File: config.mk
export PLATFORM = sky130hd
export DESIGN_NAME = rgb_crossfade_stepper
export DESIGN_NICKNAME = d
export VERILOG_FILES = /design/src/hw/rtl/rcs_pkg.sv /design/src/hw/rtl/rgb_crossfade_stepper.sv
export SDC_FILE = /design/constraint.sdc
export NUM_CORES = 1
export LEC_CHECK = 0
export ABC_AREA = 1
export BUFFER_PORTS_ARGS = -buffer_cell sky130_fd_sc_hd__buf_2
export CORE_MARGIN = 2
export CORE_UTILIZATION = 64
export CTS_CLUSTER_SIZE = 10
export DETAILED_ROUTE_END_ITERATION = 16
export GPL_ROUTABILITY_DRIVEN = 1
export HOLD_SLACK_MARGIN = 0.1
export PLACE_DENSITY_LB_ADDON = 0.08
export SLEW_MARGIN = 20
export SYNTH_ARGS = -nofsm -noshare
export SYNTH_HDL_FRONTEND = slang
export SYNTH_SLANG_ARGS = --single-unit
export TNS_END_PERCENT = 5
File: constraint.sdc
create_clock -name clk -period 3.3 [get_ports clk]
set_input_delay 0 -clock clk [delete_from_list [all_inputs] [get_ports clk]]
set_output_delay 0 -clock clk [all_outputs]
set_load 0.01 [all_outputs]
File: src/hw/rtl/rcs_pkg.sv
// rcs_pkg: constants, action codes and the percent scaling function
// shared by the rgb cross-fade stepper; depends on nothing
package rcs_pkg;

    localparam int NUM_CH    = 3;
    localparam int LVL_W     = 8;
    localparam int PCT_W     = 7;
    localparam int ACT_W     = 2;
    localparam int TGT_W     = 9;
    localparam int DIFF_W    = TGT_W + 1;
    localparam int FADE_SPAN = 1020;
    localparam int SPAN_W    = $clog2(FADE_SPAN + 1);
    localparam int CNT_W     = $clog2(SPAN_W);
    localparam int CH_W      = $clog2(NUM_CH);

    localparam logic [ACT_W-1:0] ACT_START = 2'd0;
    localparam logic [ACT_W-1:0] ACT_TICK  = 2'd1;
    localparam logic [ACT_W-1:0] ACT_ABORT = 2'd2;

    localparam logic [LVL_W-1:0]  LVL_MAX   = 8'd255;
    localparam logic [PCT_W-1:0]  PCT_MAX   = 7'd100;
    localparam logic [SPAN_W-1:0] SPAN_CONST = SPAN_W'(FADE_SPAN);

    // pct * 256 / 100 == pct * 64 / 25, done as multiply by 64 * round(2^17 / 25)
    localparam int PROD_W   = 26;
    localparam int SCALE_SH = 17;
    localparam logic [PROD_W-1:0] SCALE_MUL = 26'd335552;

    function automatic logic [TGT_W-1:0] scale_pct(input logic [PCT_W-1:0] pct);
        logic [PCT_W-1:0]  sat;
        logic [PROD_W-1:0] prod;
        sat  = (pct > PCT_MAX) ? PCT_MAX : pct;
        prod = PROD_W'(sat) * SCALE_MUL;
        return prod[SCALE_SH +: TGT_W];
    endfunction

endpackage

File: src/hw/rtl/rgb_crossfade_stepper.sv
// rgb_crossfade_stepper: three-channel linear led cross-fader with a shared
// serial divider for the per-channel step sizes; depends on rcs_pkg
//
//  channel   signals                                     role
//  item      item_valid/item_ready, action, target_*     start, tick or abort
//  result    result_valid/result_ready, *_level,         levels and fade flags
//            fading, fade_done                           after each item
//
// tick, abort and unknown actions are handled directly in ST_IDLE; a start runs
// ST_LOAD and ST_RUN once per channel: one restoring division per channel, one quotient bit per cycle.
// the result register frees the item side: a new item is taken while a result
// waits, as long as that result is taken in the same cycle or the slot is empty.
// reset (asynchronous) clears levels, steps, tick count and all control state.
module rgb_crossfade_stepper (
    input  logic                       clk,
    input  logic                       rst_n,
    input  logic                       item_valid,
    output logic                       item_ready,
    input  logic [rcs_pkg::ACT_W-1:0]  action,
    input  logic [rcs_pkg::PCT_W-1:0]  target_red_pct,
    input  logic [rcs_pkg::PCT_W-1:0]  target_green_pct,
    input  logic [rcs_pkg::PCT_W-1:0]  target_blue_pct,
    output logic                       result_valid,
    input  logic                       result_ready,
    output logic [rcs_pkg::LVL_W-1:0]  red_level,
    output logic [rcs_pkg::LVL_W-1:0]  green_level,
    output logic [rcs_pkg::LVL_W-1:0]  blue_level,
    output logic                       fading,
    output logic                       fade_done
);
    import rcs_pkg::*;

    localparam logic [1:0] ST_IDLE = 2'd0;
    localparam logic [1:0] ST_LOAD = 2'd1;
    localparam logic [1:0] ST_RUN  = 2'd2;

    logic [1:0]         state_reg, state_next;
    logic [CH_W-1:0]    ch_reg, ch_next;
    logic [CNT_W-1:0]   bit_reg, bit_next;

    logic [TGT_W-1:0]   tgt_reg   [NUM_CH];
    logic [TGT_W-1:0]   tgt_next  [NUM_CH];
    logic [LVL_W-1:0]   lvl_reg   [NUM_CH];
    logic [LVL_W-1:0]   lvl_next  [NUM_CH];
    logic [LVL_W-1:0]   start_reg [NUM_CH];
    logic [LVL_W-1:0]   start_next[NUM_CH];
    logic [SPAN_W-1:0]  mag_reg   [NUM_CH];
    logic [SPAN_W-1:0]  mag_next  [NUM_CH];
    logic               down_reg  [NUM_CH];
    logic               down_next [NUM_CH];
    logic [SPAN_W-1:0]  phase_reg [NUM_CH];
    logic [SPAN_W-1:0]  phase_next[NUM_CH];

    logic [SPAN_W-1:0]  tick_reg, tick_next;
    logic               fade_reg, fade_next;
    logic               dark_reg, dark_next;

    logic [TGT_W-1:0]   den_reg, den_next;
    logic [TGT_W-1:0]   rem_reg, rem_next;
    logic [SPAN_W-1:0]  quo_reg, quo_next;
    logic               neg_reg, neg_next;
    logic               zero_reg, zero_next;

    logic               res_valid_reg, res_valid_next;
    logic [LVL_W-1:0]   res_lvl_reg [NUM_CH];
    logic [LVL_W-1:0]   res_lvl_next[NUM_CH];
    logic               res_fade_reg, res_fade_next;
    logic               res_done_reg, res_done_next;

    logic               accept;
    logic [DIFF_W-1:0]  diff;
    logic [DIFF_W-1:0]  diff_abs;
    logic [DIFF_W-1:0]  part;
    logic               ge;
    logic [DIFF_W-1:0]  part_sub;
    logic [SPAN_W-1:0]  quo_shift;
    logic               hit;
    logic               done;

    assign item_ready = (state_reg == ST_IDLE) && (!res_valid_reg || result_ready);
    assign accept     = item_valid && item_ready;

    // divider datapath
    assign diff      = {1'b0, tgt_reg[ch_reg]} - {2'b00, start_reg[ch_reg]};
    assign diff_abs  = diff[DIFF_W-1] ? (~diff + DIFF_W'(1)) : diff;
    assign part      = {rem_reg, quo_reg[SPAN_W-1]};
    assign ge        = part >= {1'b0, den_reg};
    assign part_sub  = part - {1'b0, den_reg};
    assign quo_shift = {quo_reg[SPAN_W-2:0], ge};

    always_comb
    begin
        state_next     = state_reg;
        ch_next        = ch_reg;
        bit_next       = bit_reg;
        tick_next      = tick_reg;
        fade_next      = fade_reg;
        dark_next      = dark_reg;
        den_next       = den_reg;
        rem_next       = rem_reg;
        quo_next       = quo_reg;
        neg_next       = neg_reg;
        zero_next      = zero_reg;
        res_fade_next  = res_fade_reg;
        res_done_next  = res_done_reg;
        res_valid_next = res_valid_reg && !result_ready;
        done           = 1'b0;
        hit            = 1'b0;
        for (int c = 0; c < NUM_CH; c++)
        begin
            tgt_next[c]     = tgt_reg[c];
            lvl_next[c]     = lvl_reg[c];
            start_next[c]   = start_reg[c];
            mag_next[c]     = mag_reg[c];
            down_next[c]    = down_reg[c];
            phase_next[c]   = phase_reg[c];
            res_lvl_next[c] = res_lvl_reg[c];
        end

        unique case (state_reg)
            ST_IDLE:
            begin
                if (accept)
                begin
                    priority if (action == ACT_START)
                    begin
                        tgt_next[0] = scale_pct(target_red_pct);
                        tgt_next[1] = scale_pct(target_green_pct);
                        tgt_next[2] = scale_pct(target_blue_pct);
                        if (dark_reg)
                        begin
                            for (int c = 0; c < NUM_CH; c++)
                            begin
                                lvl_next[c]   = '0;
                                start_next[c] = '0;
                            end
                            dark_next = 1'b0;
                        end
                        for (int c = 0; c < NUM_CH; c++)
                            phase_next[c] = '0;
                        tick_next  = '0;
                        fade_next  = 1'b1;
                        ch_next    = '0;
                        state_next = ST_LOAD;
                    end
                    else if (action == ACT_TICK)
                    begin
                        if (fade_reg)
                        begin
                            for (int c = 0; c < NUM_CH; c++)
                            begin
                                hit = (mag_reg[c] != '0) && (phase_reg[c] == '0);
                                if (mag_reg[c] != '0)
                                    phase_next[c] = hit ? (mag_reg[c] - SPAN_W'(1))
                                                        : (phase_reg[c] - SPAN_W'(1));
                                if (hit)
                                begin
                                    if (down_reg[c])
                                        lvl_next[c] = (lvl_reg[c] == '0) ? '0
                                                    : lvl_reg[c] - LVL_W'(1);
                                    else
                                        lvl_next[c] = (lvl_reg[c] == LVL_MAX) ? LVL_MAX
                                                    : lvl_reg[c] + LVL_W'(1);
                                end
                            end
                            if (tick_reg >= SPAN_CONST)
                            begin
                                done      = 1'b1;
                                fade_next = 1'b0;
                                for (int c = 0; c < NUM_CH; c++)
                                    start_next[c] = lvl_next[c];
                            end
                            else
                            begin
                                tick_next = tick_reg + SPAN_W'(1);
                            end
                        end
                    end
                    else if (action == ACT_ABORT)
                    begin
                        fade_next = 1'b0;
                        dark_next = 1'b1;
                    end
                    else
                    begin
                        fade_next = fade_reg;
                    end

                    res_valid_next = 1'b1;
                    res_fade_next  = fade_next;
                    res_done_next  = done;
                    for (int c = 0; c < NUM_CH; c++)
                        res_lvl_next[c] = lvl_next[c];
                end
            end

            ST_LOAD:
            begin
                den_next   = diff_abs[TGT_W-1:0];
                neg_next   = diff[DIFF_W-1];
                zero_next  = (diff == '0);
                rem_next   = '0;
                quo_next   = SPAN_CONST;
                bit_next   = '0;
                state_next = ST_RUN;
            end

            ST_RUN:
            begin
                rem_next = ge ? part_sub[TGT_W-1:0] : part[TGT_W-1:0];
                quo_next = quo_shift;
                bit_next = bit_reg + CNT_W'(1);
                if (bit_reg == CNT_W'(SPAN_W - 1))
                begin
                    mag_next[ch_reg]  = zero_reg ? '0 : quo_shift;
                    down_next[ch_reg] = neg_reg;
                    if (ch_reg == CH_W'(NUM_CH - 1))
                    begin
                        state_next = ST_IDLE;
                    end
                    else
                    begin
                        ch_next    = ch_reg + CH_W'(1);
                        state_next = ST_LOAD;
                    end
                end
            end

            default:
            begin
                state_next = ST_IDLE;
            end
        endcase
    end

    always_ff @(posedge clk or negedge rst_n)
    begin
        if (!rst_n)
        begin
            state_reg     <= ST_IDLE;
            ch_reg        <= '0;
            bit_reg       <= '0;
            tick_reg      <= '0;
            fade_reg      <= 1'b0;
            dark_reg      <= 1'b0;
            res_valid_reg <= 1'b0;
            for (int c = 0; c < NUM_CH; c++)
            begin
                lvl_reg[c]   <= '0;
                start_reg[c] <= '0;
                mag_reg[c]   <= '0;
                down_reg[c]  <= 1'b0;
                phase_reg[c] <= '0;
            end
        end
        else
        begin
            state_reg     <= state_next;
            ch_reg        <= ch_next;
            bit_reg       <= bit_next;
            tick_reg      <= tick_next;
            fade_reg      <= fade_next;
            dark_reg      <= dark_next;
            res_valid_reg <= res_valid_next;
            for (int c = 0; c < NUM_CH; c++)
            begin
                lvl_reg[c]   <= lvl_next[c];
                start_reg[c] <= start_next[c];
                mag_reg[c]   <= mag_next[c];
                down_reg[c]  <= down_next[c];
                phase_reg[c] <= phase_next[c];
            end
        end
    end

    always_ff @(posedge clk)
    begin
        den_reg      <= den_next;
        rem_reg      <= rem_next;
        quo_reg      <= quo_next;
        neg_reg      <= neg_next;
        zero_reg     <= zero_next;
        res_fade_reg <= res_fade_next;
        res_done_reg <= res_done_next;
        for (int c = 0; c < NUM_CH; c++)
        begin
            tgt_reg[c]     <= tgt_next[c];
            res_lvl_reg[c] <= res_lvl_next[c];
        end
    end

    assign result_valid = res_valid_reg;
    assign red_level    = res_lvl_reg[0];
    assign green_level  = res_lvl_reg[1];
    assign blue_level   = res_lvl_reg[2];
    assign fading       = res_fade_reg;
    assign fade_done    = res_done_reg;

    a_start_divides: assert property (@(posedge clk) disable iff (!rst_n)
        accept && (action == ACT_START) |=> state_reg == ST_LOAD)
        else $error("start item did not launch the step division");

    a_busy_blocks: assert property (@(posedge clk) disable iff (!rst_n)
        state_reg != ST_IDLE |-> !item_ready)
        else $error("item taken while the divider is busy");

    a_tick_bound: assert property (@(posedge clk) disable iff (!rst_n)
        tick_reg <= SPAN_CONST)
        else $error("tick count ran past the fade span");

    a_done_ends_fade: assert property (@(posedge clk) disable iff (!rst_n)
        result_valid && fade_done |-> !fading && !fade_reg)
        else $error("fade flagged done but still running");

    a_phase_range: assert property (@(posedge clk) disable iff (!rst_n)
        (phase_reg[0] == '0 || phase_reg[0] < mag_reg[0]) &&
        (phase_reg[1] == '0 || phase_reg[1] < mag_reg[1]) &&
        (phase_reg[2] == '0 || phase_reg[2] < mag_reg[2]))
        else $error("step phase counter outside its step size");

endmodule

==> results.json <==
{
  "async_reset_ff_share_pct": 61.40,
  "synth_top_area_share_pct": 19.03,
  "fmax_mhz": 283.9,
  "area_growth_syn_to_layout_pct": 15.89,
  "hold_depth": 4,
  "status": "finished, violations left",
  "syn_area_mm2": 0.01736,
  "min_period_ps": 3522,
  "total_leakage_power_nw": 10.45,
  "clk_pin_slew_ps": 50,
  "fin_crit_sh_pct": 106.7,
  "path_max_fanout": 4,
  "r2r_cells": 16,
  "clock-sinks": 215,
  "gp_congestion": 0.9273,
  "rsz0062_at_grt": "true",
  "worst_ep_arrival_time_ps": 3790,
  "dieHeight_um": 168.7,
  "fin_util_pct": 75.07,
  "slew_headroom_pct": 35.14,
  "row_count": 60,
  "final_cell_area_mm2": 0.02012,
  "clock_path_buffers": 3,
  "coreArea_mm2": 0.02680,
  "ir_drop_mv": 0.3691,
  "synth-seq-area-share_pct": 33.38,
  "worstPathRequired_ps": 3570,
  "numCtsBuffers": 26,
  "dpl.hpwl_um": 31540,
  "routedWlPerCell_um": 14.90,
  "routed_via_density": 5.549,
  "synth_cells": 2242,
  "htree_levels": 1,
  "powerDensity_mw_per_mm2": 786.5,
  "syn_avg_cell_area_um2": 7.744,
  "setup_slack_ps": -222.5,
  "path_class": "input port to flop",
  "timing.critical_path.from_type": "input port",
  "grt_pass1_vias": 15130,
  "finalWirelength_um": 41560,
  "min_path_type": "input port to flop",
  "clock_latency_ps": 540,
  "hold_viol": 0,
  "ant_nets": 0,
  "drt-initial-drc-count": 1409,
  "antenna_found_initial": 0,
  "grtUsageTotal_pct": 29.54,
  "cts_tree": "yes",
  "fin_nets": 2699,
  "grt_max_degree": 103,
  "violations": "negative setup slack",
  "ys_warn_count": 0,
  "synth_area_leader_cell": "dfrtp_1",
  "io_pins": 55,
  "fin_total_pwr_mw": 15.82,
  "route.detailed.drc": 0,
  "synth_edf_count": 83,
  "crit_path_end_kind": "flop",
  "diodes": 0,
  "holdWs_ps": 123.5,
  "die_w_um": 168.7,
  "ys_seq_elements": 215,
  "drive_above_1_share_pct": 14.58,
  "grt_overflow_total": 0,
  "initial_core_util_pct": 64.78,
  "drv_slew": 0,
  "final-setup-viol-count": 19,
  "syn-num-nets": 2511,
  "drt_first_pass_iters": 6,
  "fp.dieArea_mm2": 0.02846,
  "synth_area_leaders": "dfrtp_1, edfxtp_1, ha_1",
  "worstMarginPinSlew_ps": 972.9,
  "cts_root_buffer": "clkbuf_16",
  "grt_pass1_wl_um": 70060,
  "routed-via-count": 15480,
  "ys_types": 54,
  "maxCapViolCount": 0,
  "place_area_mm2": 0.01894,
  "rrSetupSlack_ps": 200,
  "ys.flop_type": "dfrtp_1",
  "fin_skew_ps": 27.11,
  "portBuffers": 54
}
==> cell families after synthesis <==
kind of cell / after synthesis / share of synthesized area (%)
xor gates and xnor gates: 55 / 2.775
DFF: 215 / 33.38
adders and majority gates: 242 / 19.73
and+or+nand+nor: 986 / 23.91
AOI/OAI and AO/OA: 353 / 11.41
buffers and inverters: 391 / 8.792
==> final cells by class <==
cell class	count	area, um2
clock buffers	44	769.5
clock inverters	2	10.01
fillers	2051	6680
inverters	347	1311
multi-input cells	1636	10360
flip-flops and latches	215	5796
well taps	341	426.7
repair buffers	204	1451
==> per-layer routing <==
layer	global-route usage [%]	share of wire, %
met1	38.85	43
met2	51.92	49
met3	2.549	4.7
met4	9.483	2.8
met5	0	0
==> cell usage in the layout, fill, tap and decap left out, types with 83 or more instances in the layout <==
cell / Yosys / routed
edfxtp_1: 83 / 83
inv_1: 334 / 322
dfrtp_1: 132 / 132
a21oi_1: 111 / 96
buf_4: 2 / 140
o21ai_0: 150 / 138
nand3_1: 141 / 139
nand2_1: 564 / 552
ha_1: 189 / 183
nor2_1: 195 / 182
==> final timing paths <==
check	startpoint	endpoint
min	target_blue_pct[6]	tgt_reg[2][8]$_DFFE_PP_
max	target_red_pct[1]	tgt_reg[0][8]$_DFFE_PP_
max in group asynchronous	rst_n	phase_reg[1]$_DFFE_PN0P_
min reg2reg	tick_reg[2]$_DFFE_PN0P_	tick_reg[2]$_DFFE_PN0P_
min in group asynchronous	rst_n	phase_reg[28]$_DFFE_PN0P_
max reg2reg	ch_reg[0]$_DFFE_PN0P_	den_reg[7]$_DFFE_PN_
==> worst max-delay path, cell delays in order <==
cell and delay [ps]:
buf_6 100, nor3_2 170, nand2_1 130, nand2_4 130, inv_4 50, nor2_4 100, fa_1 470, buf_4 160
fa_1 480, inv_1 50, fa_1 450, ha_1 310, ha_1 330, nand2_1 130, nor4_2 250, inv_1 110
nor3_2 210, nor2_1 60, nand2_1 50, nand2_1 40
==> what timing repair did <==
action | 4_1_cts | 5_1_grt
pin swaps | 29 | 19
setup buffers | 5 | 1
hold buffers | 8 | 0
resized for setup | 43 | 33
endpoints found under the setup margin | 27 | 27
hold endpoints to repair | 162 | 0
gates cloned | 0 | 0
==> power by group <==
group          total [mW]  switching [mW]  internal [mW]
clock                2.65            1.08           1.57
combinational        9.20            5.57           3.62
sequential           3.98           0.328           3.65
==> through the flow <==
step,setup TNS [ps],setup WS (ps),cells
after floorplan,-9681,-486.9,2242
after global placement,-16490,-746.2,2729
final,-2301,-222.5,2789
after CTS,-2124,-161.4,2788
after global routing,-6248,-375.4,2789
after detailed placement,-19760,-889.7,2729
==> Yosys cell counts, types with 10 or more instances <==
master	n
xnor2_1	12
nor2_1	195
nor2_2	10
o21ai_0	150
inv_1	334
xor2_1	43
dfrtp_1	132
clkbuf_1	22
a21oi_1	111
buf_2	14
fa_1	53
nor3_1	20
ha_1	189
o21ai_1	11
edfxtp_1	83
o22ai_1	20
nand2_1	564
nand4_1	21
o21bai_1	11
nand3_1	141
(Power assumes the default switching activity.)
